[src/design/mdq_pkg.sv]
package mdq_pkg;

  // operation codes carried in the input word
  typedef enum logic [2:0] {
    OP_PUSH_HEAD = 3'd0,
    OP_PUSH_TAIL = 3'd1,
    OP_POP_HEAD  = 3'd2,
    OP_POP_TAIL  = 3'd3,
    OP_MERGE     = 3'd4,
    OP_CLEAR     = 3'd5
  } opcode_e;

  // result status codes
  typedef enum logic [1:0] {
    ST_OK     = 2'd0,
    ST_EMPTY  = 2'd1,
    ST_NOFREE = 2'd2,
    ST_SELF   = 2'd3
  } status_e;

  // payload widths
  localparam int unsigned OpW        = 3;
  localparam int unsigned ListFieldW = 3;
  localparam int unsigned ValueW     = 32;
  localparam int unsigned StatusW    = 2;
  localparam int unsigned InTdataW   = 48;
  localparam int unsigned OutTdataW  = 40;

endpackage

[src/design/mdq_ram.sv]
module mdq_ram #(
  parameter int unsigned DEPTH = 64,
  parameter int unsigned WIDTH = 32,
  parameter int unsigned AW    = (DEPTH > 1) ? $clog2(DEPTH) : 1
) (
  input  logic             clk_i,
  input  logic             en_i,
  input  logic             we_i,
  input  logic [AW-1:0]    waddr_i,
  input  logic [WIDTH-1:0] wdata_i,
  input  logic [AW-1:0]    raddr_i,
  output logic [WIDTH-1:0] rdata_o
);

  logic [WIDTH-1:0] mem_q [DEPTH];
  logic [WIDTH-1:0] rd_q;
  logic             byp_q;
  logic [WIDTH-1:0] bypd_q;

  // one write and one registered read, all moving together on enable
  always_ff @(posedge clk_i) begin
    if (en_i) begin
      if (we_i) begin
        mem_q[waddr_i] <= wdata_i;
      end
      rd_q   <= mem_q[raddr_i];
      byp_q  <= we_i && (waddr_i == raddr_i);
      bypd_q <= wdata_i;
    end
  end

  // a read that collides with the write returns the new word
  assign rdata_o = byp_q ? bypd_q : rd_q;

endmodule

[src/design/multi_deque_linked_node_pool.sv]
// Multi-deque linked node pool: LIST_COUNT double-ended lists share NODE_COUNT
// linked nodes. Each input word carries an opcode (push head/tail, pop
// head/tail, merge list_b onto list_a, clear list_a) and gives one result word
// with a status code and the popped value (zero unless a pop succeeds).
// Input word (s_axis): opcode, list_a, list_b, value. Output word (m_axis):
// status, popped_value. A word is taken when tvalid and tready are both high.
// Stages: the first stage, the second stage and the result register, in order.
// Throughput: one word per cycle unless stalled. List pointers are read when
// the word is taken, node links in the first stage, and all updates are
// written in the second stage; writes of the older word reach the younger one.
// Stall: when the result register is full and m_axis_tready_i is low, the
// whole pipeline holds and s_axis_tready_o drops; nothing is lost.
// Reset: all lists are empty, the free chain is empty and no node of the pool
// has been handed out; node and pointer memories need no clearing pass.
module multi_deque_linked_node_pool #(
  parameter int unsigned LIST_COUNT = 8,
  parameter int unsigned NODE_COUNT = 64
) (
  input  logic                           clk_i,
  input  logic                           rst_ni,
  input  logic                           s_axis_tvalid_i,
  output logic                           s_axis_tready_o,
  // [2:0] opcode, [5:3] list_a, [8:6] list_b, [40:9] value, [47:41] zero
  input  logic [mdq_pkg::InTdataW-1:0]   s_axis_tdata_i,
  output logic                           m_axis_tvalid_o,
  input  logic                           m_axis_tready_i,
  // [1:0] status, [33:2] popped_value, [39:34] zero
  output logic [mdq_pkg::OutTdataW-1:0]  m_axis_tdata_o
);

  localparam int unsigned LW = (LIST_COUNT > 1) ? $clog2(LIST_COUNT) : 1;
  localparam int unsigned NW = $clog2(NODE_COUNT);
  localparam int unsigned FW = $clog2(NODE_COUNT + 1);
  localparam int unsigned VW = mdq_pkg::ValueW;

  // list index wraps modulo the list count
  function automatic logic [LW-1:0] list_wrap(input logic [mdq_pkg::ListFieldW-1:0] x);
    logic [4:0] r;
    r = {2'b00, x};
    for (int i = 0; i < 8; i++) begin
      if (r >= 5'(LIST_COUNT)) begin
        r = r - 5'(LIST_COUNT);
      end
    end
    return r[LW-1:0];
  endfunction

  logic adv;

  // input word fields
  logic [mdq_pkg::OpW-1:0] in_op;
  logic [LW-1:0]           in_a;
  logic [LW-1:0]           in_b;
  logic [LW-1:0]           in_faddr;

  // first stage: list pointers come back from the list memories
  logic                    s1_valid_q;
  logic [mdq_pkg::OpW-1:0] s1_op_q;
  logic [LW-1:0]           s1_a_q;
  logic [LW-1:0]           s1_b_q;
  logic [VW-1:0]           s1_val_q;
  logic [LW-1:0]           s1_faddr;
  logic [NW-1:0]           first_rd;
  logic [NW-1:0]           last_a_rd;
  logic [NW-1:0]           last_b_rd;
  logic [NW-1:0]           first_eff;
  logic [NW-1:0]           last_a_eff;
  logic [NW-1:0]           last_b_eff;
  logic [NW-1:0]           data_raddr;
  logic [NW-1:0]           fwd_raddr;

  // second stage: node words come back, updates are computed and written
  logic                    s2_valid_q;
  logic [mdq_pkg::OpW-1:0] s2_op_q;
  logic [LW-1:0]           s2_a_q;
  logic [LW-1:0]           s2_b_q;
  logic [VW-1:0]           s2_val_q;
  logic [NW-1:0]           s2_first_q;
  logic [NW-1:0]           s2_last_a_q;
  logic [NW-1:0]           s2_last_b_q;
  logic [VW-1:0]           nd_data;
  logic [NW-1:0]           nd_fwd;
  logic [NW-1:0]           nd_bwd;

  // pool and list state
  logic [LIST_COUNT-1:0]   occ_q, occ_d;
  logic [NW-1:0]           free_top_q, free_top_d;
  logic                    free_valid_q, free_valid_d;
  logic [FW-1:0]           fresh_q, fresh_d;

  // node taking
  logic                    take_ok;
  logic [NW-1:0]           take_n;
  logic [NW-1:0]           tk_top;
  logic                    tk_valid;
  logic [FW-1:0]           tk_fresh;

  // write ports
  logic                    f_we, l_we, d_we, fw_we, bw_we;
  logic [LW-1:0]           f_wa, l_wa;
  logic [NW-1:0]           f_wd, l_wd;
  logic [NW-1:0]           d_wa, fw_wa, fw_wd, bw_wa, bw_wd;
  logic [NW-1:0]           pop_n;

  // result
  mdq_pkg::status_e        res_status;
  logic [VW-1:0]           res_popped;
  logic                    out_valid_q;
  mdq_pkg::status_e        out_status_q;
  logic [VW-1:0]           out_popped_q;

  // the whole pipeline moves whenever the result register can take a word
  assign adv             = !out_valid_q || m_axis_tready_i;
  assign s_axis_tready_o = adv;

  assign in_op    = s_axis_tdata_i[2:0];
  assign in_a     = list_wrap(s_axis_tdata_i[5:3]);
  assign in_b     = list_wrap(s_axis_tdata_i[8:6]);
  assign in_faddr = (in_op == mdq_pkg::OP_MERGE) ? in_b : in_a;

  // list pointer memories, the last pointer kept twice for two read ports
  mdq_ram #(.DEPTH(LIST_COUNT), .WIDTH(NW)) u_first (
    .clk_i, .en_i(adv), .we_i(f_we), .waddr_i(f_wa), .wdata_i(f_wd),
    .raddr_i(in_faddr), .rdata_o(first_rd)
  );
  mdq_ram #(.DEPTH(LIST_COUNT), .WIDTH(NW)) u_last_a (
    .clk_i, .en_i(adv), .we_i(l_we), .waddr_i(l_wa), .wdata_i(l_wd),
    .raddr_i(in_a), .rdata_o(last_a_rd)
  );
  mdq_ram #(.DEPTH(LIST_COUNT), .WIDTH(NW)) u_last_b (
    .clk_i, .en_i(adv), .we_i(l_we), .waddr_i(l_wa), .wdata_i(l_wd),
    .raddr_i(in_b), .rdata_o(last_b_rd)
  );

  // forward list writes of the older word into the first stage
  assign s1_faddr   = (s1_op_q == mdq_pkg::OP_MERGE) ? s1_b_q : s1_a_q;
  assign first_eff  = (f_we && f_wa == s1_faddr) ? f_wd : first_rd;
  assign last_a_eff = (l_we && l_wa == s1_a_q) ? l_wd : last_a_rd;
  assign last_b_eff = (l_we && l_wa == s1_b_q) ? l_wd : last_b_rd;

  // node read addresses: popped node, or the free chain top for a push
  assign data_raddr = (s1_op_q == mdq_pkg::OP_POP_HEAD) ? first_eff : last_a_eff;
  assign fwd_raddr  = (s1_op_q == mdq_pkg::OP_POP_HEAD) ? first_eff : free_top_d;

  mdq_ram #(.DEPTH(NODE_COUNT), .WIDTH(VW)) u_data (
    .clk_i, .en_i(adv), .we_i(d_we), .waddr_i(d_wa), .wdata_i(s2_val_q),
    .raddr_i(data_raddr), .rdata_o(nd_data)
  );
  mdq_ram #(.DEPTH(NODE_COUNT), .WIDTH(NW)) u_fwd (
    .clk_i, .en_i(adv), .we_i(fw_we), .waddr_i(fw_wa), .wdata_i(fw_wd),
    .raddr_i(fwd_raddr), .rdata_o(nd_fwd)
  );
  mdq_ram #(.DEPTH(NODE_COUNT), .WIDTH(NW)) u_bwd (
    .clk_i, .en_i(adv), .we_i(bw_we), .waddr_i(bw_wa), .wdata_i(bw_wd),
    .raddr_i(last_a_eff), .rdata_o(nd_bwd)
  );

  // take a node from the free chain, else from the unused part of the pool
  always_comb begin
    take_ok  = 1'b1;
    take_n   = free_top_q;
    tk_top   = free_top_q;
    tk_valid = free_valid_q;
    tk_fresh = fresh_q;
    if (free_valid_q) begin
      if (nd_fwd == free_top_q) begin
        tk_valid = 1'b0;
      end else begin
        tk_top = nd_fwd;
      end
    end else if (fresh_q < FW'(NODE_COUNT)) begin
      take_n   = fresh_q[NW-1:0];
      tk_fresh = fresh_q + FW'(1);
    end else begin
      take_ok = 1'b0;
    end
  end

  assign pop_n = (s2_op_q == mdq_pkg::OP_POP_HEAD) ? s2_first_q : s2_last_a_q;

  // list update for the word in the second stage
  always_comb begin
    res_status   = mdq_pkg::ST_OK;
    res_popped   = '0;
    f_we         = 1'b0;
    f_wa         = s2_a_q;
    f_wd         = take_n;
    l_we         = 1'b0;
    l_wa         = s2_a_q;
    l_wd         = take_n;
    d_we         = 1'b0;
    d_wa         = take_n;
    fw_we        = 1'b0;
    fw_wa        = take_n;
    fw_wd        = s2_first_q;
    bw_we        = 1'b0;
    bw_wa        = s2_first_q;
    bw_wd        = take_n;
    occ_d        = occ_q;
    free_top_d   = free_top_q;
    free_valid_d = free_valid_q;
    fresh_d      = fresh_q;
    if (s2_valid_q) begin
      case (s2_op_q) inside
        mdq_pkg::OP_PUSH_HEAD, mdq_pkg::OP_PUSH_TAIL: begin
          if (!take_ok) begin
            res_status = mdq_pkg::ST_NOFREE;
          end else begin
            free_top_d   = tk_top;
            free_valid_d = tk_valid;
            fresh_d      = tk_fresh;
            d_we         = 1'b1;
            if (!occ_q[s2_a_q]) begin
              f_we            = 1'b1;
              l_we            = 1'b1;
              occ_d[s2_a_q]   = 1'b1;
            end else if (s2_op_q == mdq_pkg::OP_PUSH_HEAD) begin
              fw_we = 1'b1;
              bw_we = 1'b1;
              f_we  = 1'b1;
            end else begin
              fw_we = 1'b1;
              fw_wa = s2_last_a_q;
              fw_wd = take_n;
              bw_we = 1'b1;
              bw_wa = take_n;
              bw_wd = s2_last_a_q;
              l_we  = 1'b1;
            end
          end
        end
        mdq_pkg::OP_POP_HEAD, mdq_pkg::OP_POP_TAIL: begin
          if (!occ_q[s2_a_q]) begin
            res_status = mdq_pkg::ST_EMPTY;
          end else begin
            res_popped = nd_data;
            if (s2_first_q == s2_last_a_q) begin
              occ_d[s2_a_q] = 1'b0;
            end else if (s2_op_q == mdq_pkg::OP_POP_HEAD) begin
              f_we = 1'b1;
              f_wd = nd_fwd;
            end else begin
              l_we = 1'b1;
              l_wd = nd_bwd;
            end
            // the single popped node goes on top of the free chain
            fw_we        = 1'b1;
            fw_wa        = pop_n;
            fw_wd        = free_valid_q ? free_top_q : pop_n;
            free_top_d   = pop_n;
            free_valid_d = 1'b1;
          end
        end
        mdq_pkg::OP_MERGE: begin
          if (s2_a_q == s2_b_q) begin
            res_status = mdq_pkg::ST_SELF;
          end else if (!occ_q[s2_b_q]) begin
            res_status = mdq_pkg::ST_EMPTY;
          end else begin
            if (!occ_q[s2_a_q]) begin
              f_we          = 1'b1;
              f_wd          = s2_first_q;
              occ_d[s2_a_q] = 1'b1;
            end else begin
              fw_we = 1'b1;
              fw_wa = s2_last_a_q;
              fw_wd = s2_first_q;
              bw_we = 1'b1;
              bw_wa = s2_first_q;
              bw_wd = s2_last_a_q;
            end
            l_we          = 1'b1;
            l_wd          = s2_last_b_q;
            occ_d[s2_b_q] = 1'b0;
          end
        end
        mdq_pkg::OP_CLEAR: begin
          if (occ_q[s2_a_q]) begin
            // splice the whole chain onto the free chain
            fw_we         = 1'b1;
            fw_wa         = s2_last_a_q;
            fw_wd         = free_valid_q ? free_top_q : s2_last_a_q;
            free_top_d    = s2_first_q;
            free_valid_d  = 1'b1;
            occ_d[s2_a_q] = 1'b0;
          end
        end
        default: begin
        end
      endcase
    end
  end

  // pipeline and pool control state
  always_ff @(posedge clk_i or negedge rst_ni) begin
    if (!rst_ni) begin
      s1_valid_q   <= 1'b0;
      s2_valid_q   <= 1'b0;
      out_valid_q  <= 1'b0;
      occ_q        <= '0;
      free_top_q   <= '0;
      free_valid_q <= 1'b0;
      fresh_q      <= '0;
    end else if (adv) begin
      s1_valid_q   <= s_axis_tvalid_i;
      s2_valid_q   <= s1_valid_q;
      out_valid_q  <= s2_valid_q;
      occ_q        <= occ_d;
      free_top_q   <= free_top_d;
      free_valid_q <= free_valid_d;
      fresh_q      <= fresh_d;
    end
  end

  // payload registers
  always_ff @(posedge clk_i) begin
    if (adv) begin
      s1_op_q      <= in_op;
      s1_a_q       <= in_a;
      s1_b_q       <= in_b;
      s1_val_q     <= s_axis_tdata_i[40:9];
      s2_op_q      <= s1_op_q;
      s2_a_q       <= s1_a_q;
      s2_b_q       <= s1_b_q;
      s2_val_q     <= s1_val_q;
      s2_first_q   <= first_eff;
      s2_last_a_q  <= last_a_eff;
      s2_last_b_q  <= last_b_eff;
      out_status_q <= res_status;
      out_popped_q <= res_popped;
    end
  end

  assign m_axis_tvalid_o = out_valid_q;
  assign m_axis_tdata_o  = {6'b000000, out_popped_q, out_status_q};

`ifndef SYNTHESIS
  // the pool counter never runs past the node count
  assert property (@(posedge clk_i) disable iff (!rst_ni)
    fresh_q <= FW'(NODE_COUNT))
    else $error("fresh node count beyond pool size");

  // a nonzero popped value only comes with an ok status
  assert property (@(posedge clk_i) disable iff (!rst_ni)
    (m_axis_tvalid_o && out_status_q != mdq_pkg::ST_OK) |-> out_popped_q == '0)
    else $error("popped value on a failed operation");

  // the free chain only runs dry by a push taking its last node
  assert property (@(posedge clk_i) disable iff (!rst_ni)
    $fell(free_valid_q) |-> $past(s2_valid_q && (s2_op_q == mdq_pkg::OP_PUSH_HEAD ||
                                                 s2_op_q == mdq_pkg::OP_PUSH_TAIL)))
    else $error("free chain emptied by a non-push operation");

  // list pointers are only written by a word that succeeds
  assert property (@(posedge clk_i) disable iff (!rst_ni)
    (f_we || l_we) |-> res_status == mdq_pkg::ST_OK)
    else $error("list pointer write on a failed operation");

  // a word in the first stage reaches the second stage on the next move
  assert property (@(posedge clk_i) disable iff (!rst_ni)
    (adv && s1_valid_q) |=> s2_valid_q)
    else $error("word lost between pipeline stages");
`endif

endmodule
[config.mk]
export PLATFORM = sky130hd
export DESIGN_NAME = multi_deque_linked_node_pool
export DESIGN_NICKNAME = d
export VERILOG_FILES = /design/src/design/mdq_pkg.sv /design/src/design/mdq_ram.sv /design/src/design/multi_deque_linked_node_pool.sv
export SDC_FILE = /design/constraint.sdc
export NUM_CORES = 2
export LEC_CHECK = 0
export BUFFER_PORTS_ARGS = -buffer_cell sky130_fd_sc_hd__clkbuf_2
export CORE_MARGIN = 8
export CORE_UTILIZATION = 55
export DETAILED_ROUTE_END_ITERATION = 12
export PLACE_DENSITY_LB_ADDON = 0.3
export SYNTH_ARGS = -nofsm -noshare
export SYNTH_HDL_FRONTEND = slang
export SYNTH_SLANG_ARGS = --single-unit
export TNS_END_PERCENT = 5
[constraint.sdc]
create_clock -name clk_i -period 12.25 [get_ports clk_i]
set_input_delay 1.8375 -clock clk_i [delete_from_list [all_inputs] [get_ports clk_i]]
set_output_delay 1.8375 -clock clk_i [all_outputs]
set_load 0.005 [all_outputs]
==> metrics.yaml <==
path_class: "flop to flop"
die_area_sq_um: 249000
grt_setup_unrepaired: "no"
place_area_sq_um: 132000
drcViolationCount: 0
port_buffers: 80
grt_pass1_wl_mm: 501
dpl.hpwl_mm: 180
gr-total-overflow: 0
worst_slack_ns: 4.74
status: "finished, final reports clean"
drv_cap: 0
clkSlewWorstSetupHoldPaths_ns: 0.06
cts_made_buffers: 324
final_cells: 12000
reg2reg_depth: 17
track_usage_pct: 26.8
ys_ff_latch: 3195
viasPerCell: 6.53
cp-start-kind: "flop"
synth.cell_area_sq_um: 128000
dr.pass1.iters: 8
met1_usage_pct: 37.3
gr-usage-met2_pct: 41.9
num_vias: 78700
clk_path_buf_depth: 4
crit_fanout: 132
syn_inst: 8699
synth_top_flop_cell: "edfxtp_1"
crit_end: "u_data.rd_q[30]$_DFFE_PN_"
period_share_pct: 61.3
ys_warn_count: 0
nets: 8813
r2r_end: "u_data.rd_q[30]$_DFFE_PN_"
synthArstFlopShare_pct: 0.782
most-common-layout-cells: "3170 x edfxtp_1, 1636 x nand2_1, 509 x a21oi_1"
preCtsSetupSlack_ns: 4.94
cts_tree: "built"
r2r_slack_ns: 4.74
timing.hold.worst.start: "s1_val_q[5]$_DFFE_PN_"
top_usage_layer: "met2"
root_buffer: "clkbuf_16"
p_switching_mw: 10.9
met3_usage_pct: 4.28
dp.cells: 11500
die_h_um: 499
htreeDepth: 5
relSlewSlack_pct: 12.7
insertion_delay_ns: 0.95
seq_power_share_pct: 42.7
max_freq_mhz: 133
synth_edf_count: 3170
setup_tns_ns: 0
cts_repair_resize_count: 0
finalSetupViolations: 0
hold_viol: 0
synth_top_area_share_pct: 74.3
p_int_mw: 21.3
antenna_found_initial: 5
wl_mm: 347
cp-end-kind: "flop"
timing.hold.ws_ns: 0.417
fin_skew_ns: 0.0525
fp.dieW_um: 499
required_ns: 12.88
grt_max_degree: 149
yosysSeqAreaShare_pct: 74.8
sw_frac_of_total_pct: 33.9
syn_area_per_cell_sq_um: 14.7
fin_util_pct: 61.2
clock_power_share_pct: 28.6
leakage_nw: 47.0
holdBufCountCts: 0
core_area_sq_um: 232000
slew_viol_final: 0
irDropWorstVdd_v: 0.000198
num_io_pins: 94
yosysTopAreaCell: "edfxtp_1"
rows: 177
drt_iter0_drc: 11500
cts_sinks: 3195
hp-class: "flop to flop"
start_util_pct: 55.2
tightestPinTransition_ns: 1.30
post-cts-setup-buffers: 0
cp.arrival_ns: 8.14
drive_gt1_share_pct: 11.5
total_power_mw: 32.1
place.gp.congestion: 0.906
hold_depth: 0
wl_per_cell_um: 28.8
startpoint: "f_wa[0]$_DFFE_PN_"
synth.distinct_cells: 97
ant_nets: 0
area_growth_pct: 11.0
reg2reg_from: "f_wa[0]$_DFFE_PN_"
design_area_sq_um: 142000
p_comb_share_pct: 28.7
power_density_nw_per_um2: 226
grt_pass1_vias: 75800
synthTopCellsByArea: "edfxtp_1 74%, nand2_1 4.8%, mux2i_1 3.0%"
final_common_cell: "edfxtp_1"
fin_crit_ns: 7.51
## flip-flops by register name, indices dropped and copies added (netlist names), 30 cells and up
register        flops
u_fwd.mem_q       384
s2_val_q           32
s1_val_q           32
u_data.mem_q     2048
u_last_b.mem_q     30
u_bwd.mem_q       384
u_data.bypd_q      32
u_data.rd_q        32
out_popped_q       32
u_first.mem_q      48
## worst max-delay path, cell delays in order, from the launching register on
cell and delay (ns):
edfxtp_1 0.32, buf_4 0.28, nand2_1 0.30, o22a_1 0.42, a21boi_1 0.61, a2bb2oi_2 0.18, a221oi_2 0.54, inv_2 0.24
o211ai_4 0.21, buf_4 0.58, nand2_8 0.67, buf_4 0.66, buf_4 0.42, a21oi_1 0.23, a22o_1 0.16, o22ai_1 0.08
nor4_1 0.90, nand4b_1 0.19
## power by group through the flow
stage	sequential [mW]	combinational (mW)	clock (mW)
floorplan	14.1	5.60	0
global placement	13.9	8.86	0
detailed placement	13.9	9.07	0
CTS	13.7	9.11	9.27
global route	13.7	9.78	9.68
finish	13.7	9.22	9.20
## Yosys cell counts, types with 11 or more instances
master and n:
mux2_2 28, a221oi_1 51, dfrtp_1 25, a21oi_1 510
nor3_1 25, o21ai_0 130, o21ai_1 17, a211oi_1 117
o211ai_1 56, buf_2 240, and3_1 137, a311oi_1 55
nand2_1 1638, a22o_1 95, a22oi_1 43, nor4_1 36
nor2b_1 13, a31oi_1 170, o22ai_1 62, a221o_1 37
mux4_2 104, a2111oi_0 14, edfxtp_1 3170, and2_1 11
xnor2_1 45, a211o_1 12, buf_1 52, a21o_1 24
buf_4 33, nand3_1 417, a32oi_1 86, nand2b_1 11
clkbuf_1 244, nand4_1 65, mux2i_1 388, nor2_1 336
## layer usage
metal	routed length, um	up-vias
li1	-	33600
met1	132000	39300
met2	161000	4896
met3	35700	861
met4	18400	2
met5	13	-
## layout make-up
class                   count  area [sq um]
clock inverters           175          1250
clock buffers             387          8430
well taps                3043          3810
flip-flops and latches   3195         95800
fillers                 16700         90000
diodes                      6          15.0
multi-input cells        4914         30400
inverters                  18          76.3
repair buffers            307          2290
## how the worst min path moves through the flow
stage                        endpoint
3_5_place_dp    s2_val_q[8]$_DFFE_PN_
3_3_place_gp   s2_val_q[20]$_DFFE_PN_
4_1_cts         s2_val_q[5]$_DFFE_PN_
2_1_floorplan   s2_val_q[0]$_DFFE_PN_
6_report        s2_val_q[5]$_DFFE_PN_
5_1_grt         s2_val_q[5]$_DFFE_PN_
## logic make-up (layout without fill, tap and decap cells)
family,count (synthesis),after routing,synth area share (%)
muxes,524,524,5.14
xor gates and xnor gates,53,53,0.363
other,1,12,0.00293
and+or+nand+nor,2750,2750,9.21
buffers and inverters,595,887,2.12
AOI/OAI and AO/OA,1580,1580,8.32
DFF,3195,3195,74.8
adders and majority gates,1,1,0.00977
(Power assumes the default switching activity.)
